`config.mk`:
```
export PLATFORM = sky130hd
export DESIGN_NAME = utf8_byte_sanitizer
export DESIGN_NICKNAME = d
export VERILOG_FILES = /design/src/hw/rtl/ubs_pkg.sv /design/src/hw/rtl/ubs_front.sv /design/src/hw/rtl/ubs_queue.sv /design/src/hw/rtl/ubs_back.sv /design/src/hw/rtl/utf8_byte_sanitizer.sv
export SDC_FILE = /design/constraint.sdc
export NUM_CORES = 1
export LEC_CHECK = 0
export CAP_MARGIN = 30
export CORE_UTILIZATION = 30
export CTS_BUF_LIST = sky130_fd_sc_hd__clkbuf_16
export DETAILED_ROUTE_END_ITERATION = 10
export DONT_BUFFER_PORTS = 1
export GPL_ROUTABILITY_DRIVEN = 1
export HOLD_SLACK_MARGIN = 0.08
export SLEW_MARGIN = 20
export SYNTH_ARGS = -nofsm -noshare
export SYNTH_HDL_FRONTEND = slang
export SYNTH_HIERARCHICAL = 1
export SYNTH_SLANG_ARGS = --single-unit
export TNS_END_PERCENT = 50
```
`constraint.sdc`:
```
create_clock -name clk -period 3.5 [get_ports clk]
set_clock_uncertainty 0.05 [all_clocks]
set_input_delay 0.35 -clock clk [delete_from_list [all_inputs] [get_ports clk]]
set_output_delay 0.35 -clock clk [all_outputs]
set_load 0.02 [all_outputs]
```
`src/hw/rtl/ubs_pkg.sv`:
```
// Shared types and constants for the UTF-8 byte sanitizer.
package ubs_pkg;

	localparam int QueueDepthDefault = 4;

	localparam logic [7:0] SpaceByte    = 8'h20;
	localparam logic [7:0] CrByte       = 8'h0D;
	localparam logic [7:0] LfByte       = 8'h0A;
	localparam logic [7:0] AsciiTop     = 8'h80;
	localparam logic [7:0] Lead2Min     = 8'hC2;
	localparam logic [7:0] Lead3Min     = 8'hE0;
	localparam logic [7:0] Lead4Min     = 8'hF0;
	localparam logic [15:0] SurrLo      = 16'hD800;
	localparam logic [15:0] SurrHi      = 16'hDFFF;
	localparam logic [15:0] Min3Byte    = 16'h0800;
	localparam logic [15:0] NoncharLo   = 16'hFFF0;

	typedef struct packed {
		logic [7:0] in_byte;
		logic       end_of_stream;
	} in_word_t;

	typedef struct packed {
		logic [7:0] out_byte;
		logic       was_replaced;
		logic       run_last;
	} out_word_t;

	typedef struct packed {
		logic [1:0]      cnt;
		logic [2:0][7:0] bytes;
		logic [2:0]      repl;
	} ubs_bundle_t;

	typedef struct packed {
		logic        valid;
		ubs_bundle_t bundle;
	} ubs_entry_t;

endpackage

```
`src/hw/rtl/ubs_front.sv`:
```
// Front end: takes input words, tracks held sequences and builds result bundles.
module ubs_front import ubs_pkg::*; (
	input  logic       clk,
	input  logic       arst_n,
	input  logic       cfg_valid,
	input  logic       cfg_data,
	input  logic       accept,
	input  in_word_t   in_word,
	output ubs_entry_t push
);

	logic       fixup_q;
	logic [1:0] held_cnt_q;
	logic [7:0] held0_q, held1_q;

	logic [7:0]  b;
	logic        fresh_ctrl, fresh_bad, fresh_lead, is_cont, need3, seq_bad;
	logic [15:0] val;
	logic        emit_held, held_repl, emit_new, new_repl;
	logic [1:0]  nxt_cnt;
	logic [7:0]  nxt0, nxt1;
	logic [1:0]  cnt;

	always_comb begin
		b          = in_word.in_byte;
		fresh_ctrl = (b < SpaceByte) && (b != CrByte) && (b != LfByte);
		fresh_bad  = fresh_ctrl || ((b >= AsciiTop) && ((b < Lead2Min) || (b >= Lead4Min)));
		fresh_lead = (b >= Lead2Min) && (b < Lead4Min);
		is_cont    = (b[7:6] == 2'b10);
		need3      = (held0_q >= Lead3Min);
		val        = need3 ? {held0_q[3:0], held1_q[5:0], b[5:0]}
		                   : {5'd0, held0_q[4:0], b[5:0]};
		seq_bad    = ((val >= SurrLo) && (val <= SurrHi)) || (need3 && (val < Min3Byte))
		          || (val >= NoncharLo);

		emit_held = 1'b0;
		held_repl = 1'b0;
		emit_new  = 1'b0;
		new_repl  = 1'b0;
		nxt_cnt   = held_cnt_q;
		nxt0      = held0_q;
		nxt1      = held1_q;

		priority if (!fixup_q) begin
			emit_held = 1'b1;
			emit_new  = 1'b1;
			nxt_cnt   = 2'd0;
		end else if (held_cnt_q == 2'd0) begin
			if (fresh_lead) begin
				nxt0    = b;
				nxt_cnt = 2'd1;
			end else begin
				emit_new = 1'b1;
				new_repl = fresh_bad;
			end
		end else if (is_cont) begin
			if (need3 && (held_cnt_q == 2'd1)) begin
				nxt1    = b;
				nxt_cnt = 2'd2;
			end else begin
				emit_held = 1'b1;
				held_repl = seq_bad;
				emit_new  = 1'b1;
				new_repl  = seq_bad;
				nxt_cnt   = 2'd0;
			end
		end else begin
			emit_held = 1'b1;
			held_repl = 1'b1;
			if (fresh_lead) begin
				nxt0    = b;
				nxt_cnt = 2'd1;
			end else begin
				emit_new = 1'b1;
				new_repl = fresh_bad;
				nxt_cnt  = 2'd0;
			end
		end

		if (in_word.end_of_stream) begin
			nxt_cnt = 2'd0;
		end

		cnt = (emit_held ? held_cnt_q : 2'd0) + {1'b0, emit_new};

		push.valid              = accept && (cnt != 2'd0);
		push.bundle.cnt         = cnt;
		push.bundle.bytes[0]    = (held_cnt_q == 2'd0) ? b : held0_q;
		push.bundle.bytes[1]    = (held_cnt_q == 2'd2) ? held1_q : b;
		push.bundle.bytes[2]    = b;
		push.bundle.repl[0]     = (held_cnt_q == 2'd0) ? new_repl : held_repl;
		push.bundle.repl[1]     = (held_cnt_q == 2'd2) ? held_repl : new_repl;
		push.bundle.repl[2]     = new_repl;
	end

	always_ff @(posedge clk or negedge arst_n) begin
		if (!arst_n) begin
			fixup_q    <= 1'b0;
			held_cnt_q <= 2'd0;
		end else begin
			if (cfg_valid) begin
				fixup_q <= cfg_data;
			end
			if (accept) begin
				held_cnt_q <= nxt_cnt;
			end
		end
	end

	always_ff @(posedge clk) begin
		if (accept) begin
			held0_q <= nxt0;
			held1_q <= nxt1;
		end
	end

endmodule

```
`src/hw/rtl/ubs_queue.sv`:
```
// Bundle queue between front and back ends.
module ubs_queue import ubs_pkg::*; #(
	parameter int QueueDepth = QueueDepthDefault
) (
	input  logic       clk,
	input  logic       arst_n,
	input  ubs_entry_t push,
	input  logic       pop,
	output logic       full,
	output ubs_entry_t head
);

	localparam int AW = (QueueDepth > 1) ? $clog2(QueueDepth) : 1;
	localparam int CW = $clog2(QueueDepth + 1);

	ubs_bundle_t   mem_q [QueueDepth];
	logic [AW-1:0] wr_q, rd_q;
	logic [CW-1:0] count_q;
	logic          do_push, do_pop;

	assign full        = (count_q == CW'(QueueDepth));
	assign head.valid  = (count_q != '0);
	assign head.bundle = mem_q[rd_q];
	assign do_push     = push.valid && !full;
	assign do_pop      = pop && head.valid;

	always_ff @(posedge clk or negedge arst_n) begin
		if (!arst_n) begin
			wr_q    <= '0;
			rd_q    <= '0;
			count_q <= '0;
		end else begin
			if (do_push) begin
				wr_q <= (wr_q == AW'(QueueDepth - 1)) ? '0 : wr_q + 1'b1;
			end
			if (do_pop) begin
				rd_q <= (rd_q == AW'(QueueDepth - 1)) ? '0 : rd_q + 1'b1;
			end
			if (do_push && !do_pop) begin
				count_q <= count_q + 1'b1;
			end else if (do_pop && !do_push) begin
				count_q <= count_q - 1'b1;
			end
		end
	end

	always_ff @(posedge clk) begin
		if (do_push) begin
			mem_q[wr_q] <= push.bundle;
		end
	end

endmodule

```
`src/hw/rtl/ubs_back.sv`:
```
// Back end: serializes queued bundles into output words.
module ubs_back import ubs_pkg::*; (
	input  logic       clk,
	input  logic       arst_n,
	input  ubs_entry_t head,
	output logic       pop,
	output logic       out_valid,
	input  logic       out_stall,
	output out_word_t  out_word
);

	logic       out_valid_q;
	out_word_t  out_word_q;
	logic [1:0] idx_q;
	logic       load, last;
	logic [7:0] sel_byte;
	logic       sel_repl;

	always_comb begin
		unique case (idx_q)
			2'd0: begin
				sel_byte = head.bundle.bytes[0];
				sel_repl = head.bundle.repl[0];
			end
			2'd1: begin
				sel_byte = head.bundle.bytes[1];
				sel_repl = head.bundle.repl[1];
			end
			default: begin
				sel_byte = head.bundle.bytes[2];
				sel_repl = head.bundle.repl[2];
			end
		endcase
	end

	assign load      = head.valid && (!out_valid_q || !out_stall);
	assign last      = (idx_q == (head.bundle.cnt - 2'd1));
	assign pop       = load && last;
	assign out_valid = out_valid_q;
	assign out_word  = out_word_q;

	always_ff @(posedge clk or negedge arst_n) begin
		if (!arst_n) begin
			out_valid_q <= 1'b0;
			idx_q       <= 2'd0;
		end else begin
			if (load) begin
				out_valid_q <= 1'b1;
				idx_q       <= last ? 2'd0 : idx_q + 2'd1;
			end else if (!out_stall) begin
				out_valid_q <= 1'b0;
			end
		end
	end

	always_ff @(posedge clk) begin
		if (load) begin
			out_word_q.out_byte     <= sel_repl ? SpaceByte : sel_byte;
			out_word_q.was_replaced <= sel_repl;
			out_word_q.run_last     <= last;
		end
	end

endmodule

```
`src/hw/rtl/utf8_byte_sanitizer.sv`:
```
// Top level of the UTF-8 byte sanitizer.
// Path: when an input word is taken, its results are written into the bundle queue as
// one bundle, and the back end registers them one by one from the queue head.
// Throughput: one input word per cycle unless in_stall; one output word per cycle
// unless out_stall, so an input with two or three results holds the output side
// until all are sent. The bundle queue (QueueDepth entries) absorbs those bursts.
// Reset: asynchronous, clears held-sequence count, queue, output valid and fixup_q.
module utf8_byte_sanitizer import ubs_pkg::*; #(
	parameter int QueueDepth = QueueDepthDefault
) (
	input  logic      clk,
	input  logic      arst_n,
	input  logic      cfg_valid,
	output logic      cfg_ready,
	input  logic      cfg_data,
	input  logic      in_valid,
	output logic      in_stall,
	input  in_word_t  in_word,
	output logic      out_valid,
	input  logic      out_stall,
	output out_word_t out_word
);

	ubs_entry_t push, head;
	logic       full, pop, accept;

	assign cfg_ready = 1'b1;
	assign in_stall  = full;
	assign accept    = in_valid && !full;

	ubs_front u_front (
		.clk       (clk),
		.arst_n    (arst_n),
		.cfg_valid (cfg_valid),
		.cfg_data  (cfg_data),
		.accept    (accept),
		.in_word   (in_word),
		.push      (push)
	);

	ubs_queue #(
		.QueueDepth (QueueDepth)
	) u_queue (
		.clk    (clk),
		.arst_n (arst_n),
		.push   (push),
		.pop    (pop),
		.full   (full),
		.head   (head)
	);

	ubs_back u_back (
		.clk       (clk),
		.arst_n    (arst_n),
		.head      (head),
		.pop       (pop),
		.out_valid (out_valid),
		.out_stall (out_stall),
		.out_word  (out_word)
	);

endmodule

```
# == Word level (Yosys, flattened, before mapping) ==
# Memory sizes are Yosys's and may differ from the RTL's.
# Index checks and enable logic that the tools add are counted.
# word_totals
reg_bits,39
ramBits,116
input_bits,15
output_inout_bits,13
wordCells,121
n_memories,1
# memory_table
name,depth,word_bits,rd,rd_clocked_by_memory_dff,write_ports,line,rtl
u_queue.mem_q,4,29,1,0,1,ubs_queue.sv:16,ubs_bundle_t mem_q [QueueDepth];
# classes
n_addsub,7
magnitude_cmp,11
n_eq_ne,13
muxes,43
n_bitwise,1
n_reduce_logical,33
# ops
operator,count
8-bit 2-to-1 mux,5
16-bit greater-or-equal comparator (second input constant),2
8-bit greater-or-equal comparator (second input constant),4
1-bit 2-to-1 mux,23
2-bit 2-to-1 mux,10
16-bit <= comparator (second input constant),1
16-bit by 12-bit less-than comparator with 1-bit output (second input constant),1
8-bit less-than comparator (second input constant),2
16-bit 2-to-1 mux,1
8-bit by 4-bit != test with 1-bit output (second input constant),2
8-bit one-hot mux with 2 select lines,1
1-bit logical AND,15
2-bit equality test (second input constant),4
8-bit by 6-bit less-than comparator with 1-bit output (second input constant),1
2-bit by 1-bit adder with 2-bit output (second input constant),3
3-bit 2-to-1 mux,2
1-bit logical NOT,5
1-bit logical OR,5
5-bit AND reduction,1
2-bit by 1-bit equality test with 1-bit output (second input constant),2
2-bit logical NOT,2
4-bit != test (second input constant),1
2-bit nonzero test,2
3-bit by 1-bit adder with 3-bit output (second input constant),1
12 further kinds,12

# == Longest topological paths before layout ==
# Gate-level depths: netlist of run 1.
# logic_depth
ltp_word,15
ltp_mapped,15
ltp_nobuf,14

# == Hierarchy ==
# The synthesis of run 1 kept the hierarchy.
# by_module_without_submodules
mod,n_inst,cells_each,area_per_inst_um2,seq_area_each_um2
ubs_queue,1,188,4664.5,3658.5
ubs_front,1,90,1096.1,555.5
ubs_back,1,58,679.4,375.4
utf8_byte_sanitizer,1,3,25.0,0.0

# == Least setup slack after synthesis of run 1 ==
# Ideal clock, no wire load.
# synth_timing
kind,input port to flip-flop
start,input in_word[3] (netlist bit)
end,register u_queue.count_q[2]
setup_time_ns,0.079
arrival_time_ns,2.915
required_time_ns,3.371
slack_ns,0.456
cell_stages,15
path_buffers,1
cell_sequence,or4_4 -> o21ai_4 -> o21ai_0 -> nand2_1 -> ha_1 -> xor2_1 -> o21a_1 -> nor2b_2 -> buf_6 -> ha_1 -> inv_1 -> fa_1 -> xor2_1 -> nor2_1 -> xor2_1
# synth_rtl
element,line,rtl
start: declaration,utf8_byte_sanitizer.sv:18,"input in_word_t in_word,"
end signal: assignment,ubs_queue.sv:40,count_q <= count_q + 1'b1;
end signal: assignment,ubs_queue.sv:42,count_q <= count_q - 1'b1;
end: declaration,ubs_queue.sv:18,logic [CW-1:0] count_q;

==> reports/metrics.csv, run 1 <==
stage,metric,value,unit
status,status,"finished, final reports clean",
sta,slew_headroom,44.03,%
sta,setup_viol,0,
sta,period_needed,2.991,ns
die,core-area,0.02109,mm^2
logic_synthesis,syn_nets,364,
worst_setup_path,rr_endpoint,u_queue/count_q[1],
grt,antenna_found_initial,1,
layout,fin_util,35.37,%
die,start_util,30.66,%
worst_setup_path,crit_path_end,u_queue/count_q[1],
sta,finalSetupTns,0,ns
sta,hold_viol_final,0,
die,dieWidth,148.8,um
logic_synthesis,synth_edf_count,142,
logic_synthesis,netlist_instances,339,
logic_synthesis,synth-seq-cells,155,
worst_setup_path,startpoint_type,register,
logic_synthesis,synth_seq_area_share,70.99,%
worst_setup_path,worstReg2RegStart,u_queue/rd_q[0],
worst_setup_path,worst-setup-path-type,reg -> reg,
worst_setup_path,critPathCaptureType,register,
grt,grt.total_usage,12.84,%
logic_synthesis,yosys_warnings,6,
layout,finalNetCount,386,
drt,wire_per_inst,20.01,um
clock_network,root_buffer,clkbuf_16,
drt,wl,13010,um
worst_setup_path,crit_chain,"buf_4, mux4_2, nand2b_1, mux2i_1, and2_1, nand2_4, ha_1, inv_1, fa_1, mux2_2",
power,leakage,2.470,nW
layout,drive_gt1_share,28.88,%
die,rows,53,
clock_network,cts.repair.resized,0,
clock_network,clk-insertion-delay-late,0.42,ns
drt,drtIter0Drc,197,
drt,num_vias,3109,
clock_network,cts.path.max_buffers,2,
die,io_pins,28,
layout,area_delta_synth_final,15.39,%
worst_setup_path,ff2ff_path_depth,10,
drt,first_pass_iters,4,
worst_setup_path,crit_slowest_cell,mux4_2,
grt,gr-total-overflow,0,
clock_network,htreeDepth,4,
power,irDropWorstVdd,0.0002838,V
sta,rsz0062_at_grt,no,
drt,drcViolationCount,0,
worst_setup_path,arrival,3.25,ns
sta,fin_crit_sh,85.45,%
placement,dp_hpwl,7910,um
worst_setup_path,cp_data_required_time,3.76,ns
logic_synthesis,async_flop_share,8.387,%
sta,worst_pin_slew,0.8364,ns
clock_network,cts_tree,done,
power,power_density,827.4,mW/mm^2
worst_setup_path,cp-startpoint,u_queue/rd_q[0],
clock_network,cts_sinks,155,
worst_setup_path,cp_max_fo,8,
logic_synthesis,synth_area,0.006465,mm^2
logic_synthesis,ys.flop_type,edfxtp_1,
worst_setup_path,max_stage_delay,0.56,ns
grt,grt_max_degree,24,
drt,vias_per_cell,4.783,
logic_synthesis,ys_types,53,
drt,ant_nets,0,
placement,port_buffers,0,
clock_network,cts.clk_slew.worst_paths,0.06,ns
logic_synthesis,syn_area_per_cell,19.07,um^2
run,drv_cap,0,
sta,max_freq,334.4,MHz
die,die_h,148.8,um
placement,gp_congestion,0.7493,
worst_hold_path,min_path_type,in -> reg,
die,dieArea,0.02214,mm^2
worst_setup_path,r2r_slack,0.51,ns
grt,grt_pass1_vias,3292,
layout,nFillCells,1931,
grt,grt_pass1_wl,19980,um
clock_network,cts_made_buffers,17,
sta,maxSlewViolCount,0,
[final cells by class]
cell class	instances	area (um^2)	share of cell area (%)
antenna	1	2.502	0.03355
clock buffer	17	425.4	5.703
clock inverter	15	135.1	1.811
inverter	10	37.54	0.5032
multi-input combinational	154	1672	22.41
sequential	155	4591	61.54
tap	275	344.1	4.613
timing repair buffer	23	252.7	3.388
[worst min-delay path by stage]
stage / start / to / depth (start not counted)
6_report: in_word[0] / u_front/held_cnt_q[1] / 2
5_1_grt: in_word[0] / u_front/held_cnt_q[1] / 2
4_1_cts: in_word[0] / u_front/held_cnt_q[1] / 2
3_5_place_dp: arst_n / u_back/out_valid / 0
3_3_place_gp: arst_n / u_back/out_valid / 0
2_1_floorplan: arst_n / u_back/idx_q[0] / 0
[where the power goes]
part / internal (mW) / switching (mW)
Clock: 1.03 / 0.706
Combinational: 0.787 / 0.945
Sequential: 2.49 / 0.214
[per-layer routing]
metal	global-route usage [%]	wire, um	up-vias	share of wire [%]
met5	0	0	-	0
li1	-	-	1390	-
met2	20.91	6515	80	50
met3	3.394	614	18	4.7
met4	4.949	231	0	1.8
met1	16.34	5644	1621	43
[worst max-delay path, delay by kind of cell (launching register included)]
| kind | cells | cell delay, ns |
|---|---|---|
| mux | 3 | 1.06 |
| fa+ha+maj | 2 | 0.61 |
| simple gates | 3 | 0.46 |
| flops | 1 | 0.39 |
| buf+inv | 2 | 0.31 |
[cells in the mapped netlist, drive strengths merged (3+ instances only)]
master    n  area share [%]
nor2b     3            0.45
buf      18             2.5
mux4     29              10
o22ai     3            0.29
xor2      3            0.41
edfxtp  142              66
mux2     21             3.9
a22oi     8             1.0
dfrtp    13             5.0
nand2    14            0.93
ha        9             1.7
o21ai     7            0.72
nand4     3            0.29
inv      10            0.58
a21oi    10            0.77
nor2     10            0.70
and2      5            0.56
[cells in the final DEF (no fill, tap or decap), drive strengths merged, types with 5 or more instances in the layout]
cell type / instances
nor2: 10
inv: 12
nand2: 14
mux4: 29
a21oi: 10
buf: 11
a22oi: 8
clkbuf: 17
o21ai: 7
and2: 5
dlygate4sd3: 12
clkinv: 5
mux2: 21
ha: 9
dfrtp: 13
edfxtp: 142
clkinvlp: 6
[what timing repair did]
| item | CTS | global route |
|---|---|---|
| hold endpoints to repair | 63 | 0 |
| hold buffers | 12 | 0 |
| buffers inserted | 0 | 0 |
[logic make-up (layout without fill, tap and decap cells)]
kind of cell / Yosys count / count (layout) / share of synthesized area (%)
other cells: 1 / 2 / 0.05801
fa+ha+maj: 10 / 10 / 2.052
simple gates: 47 / 47 / 4.529
buf+inv: 30 / 65 / 3.155
mux: 51 / 51 / 14.15
xor+xnor: 5 / 5 / 0.6775
flops: 155 / 155 / 70.99
compound gates: 40 / 40 / 4.394
[registers in the layout, summed over array words and instances (netlist names)]
register / flops
u_queue/rd_q: 2
u_front/held1_q: 8
u_queue/wr_q: 2
u_front/held_cnt_q: 2
u_front/held0_q: 8
u_back/out_valid: 1
u_back/out_word: 10
u_queue/mem_q: 116
u_front/fixup_q: 1
u_back/idx_q: 2
u_queue/count_q: 3
[metrics by stage]
step	instances	worst slack, ns	cell area (um^2)	hold slack [ns]	total power, mW
2_1_floorplan	339	0.4557	6465	0.004409	4.013
3_3_place_gp	605	0.3899	6777	0.004874	4.461
6_report	650	0.5094	7460	0.09568	6.172
4_1_cts	649	0.4840	7457	0.08010	6.260
3_5_place_dp	605	0.3520	6777	0.004904	4.497
5_1_grt	649	0.2998	7457	0.09060	6.483
Note: power is estimated with default switching activity, not from simulation.
==> inputs of run 2 (changes only) <==
--- a/config.mk
+++ b/config.mk
@@ -15,6 +15,5 @@
 export SLEW_MARGIN = 20
 export SYNTH_ARGS = -nofsm -noshare
 export SYNTH_HDL_FRONTEND = slang
-export SYNTH_HIERARCHICAL = 1
 export SYNTH_SLANG_ARGS = --single-unit
 export TNS_END_PERCENT = 50
==> run 2 against run 1 <==
Effect of this change:
- design area decreased by 0.35%
- critical path type unchanged
- sequential power about the same
- highest routed layer unchanged
- utilization rose by 1.1 points
- critical path depth increased by 4
- clock power grew 6%
- largest power group unchanged
==> reports/metrics.csv, run 2 <==
stage,metric,value,unit,change
status,status,"finished, final reports clean",,unchanged
sta,slew_headroom,38.05,%,was 44.03%
logic_synthesis,synth_common_cells,"edfxtp_1, mux4_2, nand2_1",,"was edfxtp_1, mux4_2, mux2_2"
sta,setup_viol,0,,unchanged
grt,grt.total_usage,12.88,%,was 12.84%
logic_synthesis,synth_most_common_cell,edfxtp_1,,unchanged
clock_network,cts_tree,done,,unchanged
sta,maxSlewViolCount,0,,unchanged
die,io_pins,28,,unchanged
grt,grt_pass1_vias,3438,,was 3292
drt,wl,12840,um,was 13010 um
logic_synthesis,yosys_warnings,0,,was 6
sta,worst_pin_slew,0.9273,ns,was 0.8364 ns
power,power_density,835.2,mW/mm^2,was 827.4 mW/mm^2
drt,ant_nets,0,,unchanged
clock_network,cts_sinks,155,,unchanged
sta,max_freq,324.6,MHz,was 334.4 MHz
placement,port_buffers,0,,unchanged
run,drv_cap,0,,unchanged
sta,finalSetupTns,0,ns,unchanged
placement,dp_worst_setup_slack,0.2739,ns,was 0.3520 ns
sta,hold_viol_final,0,,unchanged
logic_synthesis,ys.flop_type,edfxtp_1,,unchanged
clock_network,htreeDepth,4,,unchanged
sta,fin_crit_sh,88.02,%,was 85.45%
clock_network,clk-insertion-delay-late,0.42,ns,about the same
logic_synthesis,async_flop_share,8.387,%,unchanged
power,irDropWorstVdd,0.0003536,V,was 0.0002838 V
logic_synthesis,synth-seq-cells,155,,unchanged
grt,grt_pass1_wl,19960,um,was 19980 um
worst_hold_path,min_path_type,in -> reg,,unchanged
logic_synthesis,synth_edf_count,142,,unchanged
worst_setup_path,cp_max_fo,7,,was 8
layout,register_area,0.004591,mm^2,unchanged
worst_setup_path,cp_data_required_time,3.79,ns,was 3.76 ns
worst_setup_path,critPathCaptureType,register,,unchanged
layout,drive_gt1_share,21.61,%,was 28.88%
layout,regMostFlops,u_queue.mem_q,,was u_queue/mem_q
clock_network,cts_made_buffers,17,,unchanged
logic_synthesis,netlist_instances,337,,was 339
layout,finalNetCount,396,,was 386
logic_synthesis,synth_area,0.006269,mm^2,was 0.006465 mm^2
logic_synthesis,synth_top_area_share,68.02,%,was 65.96%
layout,layout_common_cells,"edfxtp_1, mux4_2, nand2_1",,"was edfxtp_1, mux4_2, clkbuf_16, mux2_2, nand2_1"
layout,diodes,0,,was 1
grt,gr-total-overflow,0,,unchanged
power,leakage,2.486,nW,was 2.470 nW
drt,drtIter0Drc,231,,was 197
die,dieArea,0.02148,mm^2,was 0.02214 mm^2
drt,first_pass_iters,4,,unchanged
die,rows,52,,was 53
logic_synthesis,synth_seq_area_share,73.21,%,was 70.99%
sta,worst_slack,0.4194,ns,was 0.5094 ns
clock_network,cts.repair.resized,0,,unchanged
worst_setup_path,arrival,3.37,ns,was 3.25 ns
grt,antenna_found_initial,0,,was 1
drt,wire_per_inst,19.63,um,was 20.01 um
layout,largest_register_ffs,116,,unchanged
drt,vias_per_cell,4.850,,was 4.783
die,die_h,146.6,um,was 148.8 um
layout,layout_commonest_cell,edfxtp_1,,unchanged
layout,nFillCells,1887,,was 1931
worst_setup_path,ff2ff_path_depth,14,,was 10
logic_synthesis,syn_nets,362,,was 364
worst_hold_path,min_path_cells,2,,unchanged
sta,period_needed,3.081,ns,was 2.991 ns
clock_network,cts.path.max_buffers,2,,unchanged
drt,drcViolationCount,0,,unchanged
placement,dp_hpwl,7505,um,was 7910 um
layout,multi_input_comb_area,0.001595,mm^2,was 0.001672 mm^2
logic_synthesis,netlist_top_cells_area,"edfxtp_1, mux4_2, dfrtp_1",,unchanged
logic_synthesis,ys_types,42,,was 53
die,start_util,30.78,%,was 30.66%
worst_setup_path,startpoint_type,register,,unchanged
clock_network,root_buffer,clkbuf_16,,unchanged
die,dieWidth,146.6,um,was 148.8 um
placement,gp_congestion,0.7449,,was 0.7493
worst_setup_path,worst-setup-path-type,reg -> reg,,unchanged
die,core-area,0.02036,mm^2,was 0.02109 mm^2
grt,grt_max_degree,30,,was 24
clock_network,cts.clk_slew.worst_paths,0.06,ns,about the same
drt,num_vias,3172,,was 3109
logic_synthesis,synth_top_cell_by_area,edfxtp_1,,unchanged
layout,area_delta_synth_final,18.58,%,was 15.39%
sta,rsz0062_at_grt,no,,unchanged
logic_synthesis,syn_area_per_cell,18.60,um^2,was 19.07 um^2
-- run 2: worst paths after layout --
path / startpoint / end / slack (ns)
setup / recovery: u_front.held_cnt_q[0] / u_queue.count_q[2] / 0.42
min in group asynchronous: arst_n / u_queue.wr_q[0] / 0.37
setup reg to reg: u_front.held_cnt_q[0] / u_queue.count_q[2] / 0.42
hold reg to reg: u_queue.count_q[2] / u_queue.count_q[2] / 0.45
hold / removal: in_word[0] / u_front.held_cnt_q[1] / 0.13
max in group asynchronous: arst_n / u_queue.rd_q[0] / 2.54
-- run 2: final cells by class --
class | count | area share [%]
Timing Repair Buffer | 26 | 3.703
Clock buffer | 17 | 5.723
Multi-Input combinational cell | 162 | 21.46
Tap cell | 270 | 4.545
Clock inverter | 15 | 2.357
Sequential cell | 155 | 61.76
Inverter | 9 | 0.4545
-- run 2: metal layers --
layer,track usage [%],share of wire (%),up-vias
met1,15.92,43,1654
met2,21.14,49,88
li1,-,-,1408
met5,0,0,-
met3,4.000,6.2,22
met4,4.844,1.7,0
-- run 2: what timing repair did --
action,CTS,global route
hold buffers,12,0
buffers inserted,0,0
endpoints found under the hold margin,63,0
-- run 2: kinds of logic (layout without fill, tap and decap cells) --
kind of cell / after synthesis / in the layout / share of synthesized area [%]
DFF: 155 / 155 / 73.21
muxes: 50 / 50 / 14.23
adders and majority gates: 10 / 10 / 2.116
buffers and inverters: 20 / 67 / 1.337
and+or+nand+nor: 63 / 63 / 4.830
AOI/OAI and AO/OA: 33 / 33 / 3.393
other: 1 / 1 / 0.05982
xor gates and xnor gates: 5 / 5 / 0.8185
-- run 2: metrics by stage --
step | total power [mW] | std cells | area [um^2] | hold WS [ns] | util (%)
final | 6.209 | 654 | 7433 | 0.1280 | 36.50
after global routing | 6.502 | 654 | 7433 | 0.1187 | 36.50
after CTS | 6.292 | 654 | 7433 | 0.1134 | 36.50
after detailed placement | 4.414 | 610 | 6713 | 0.005527 | 32.96
after global placement | 4.366 | 610 | 6713 | 0.005562 | 32.96
after floorplan | 3.822 | 337 | 6269 | 0.004409 | -
-- run 2: worst max-delay path: stages (launching register included) --
cell and delay, ns:
dfrtp_1 0.42, nor2b_1 0.20, nand2_1 0.06, or3_1 0.35, and2_1 0.18, ha_1 0.19, xor2_1 0.20, nor2_1 0.06
nor2_1 0.16, ha_1 0.22, inv_1 0.07, fa_1 0.42, xor2_1 0.15, nor2_1 0.11, xor2_1 0.15
-- run 2: power breakdown --
part	leakage, nW	internal (mW)	switching [mW]	total, mW
Sequential	1.46	2.48	0.217	2.69
Combinational	0.735	0.717	0.946	1.66
Clock	0.292	1.12	0.731	1.85
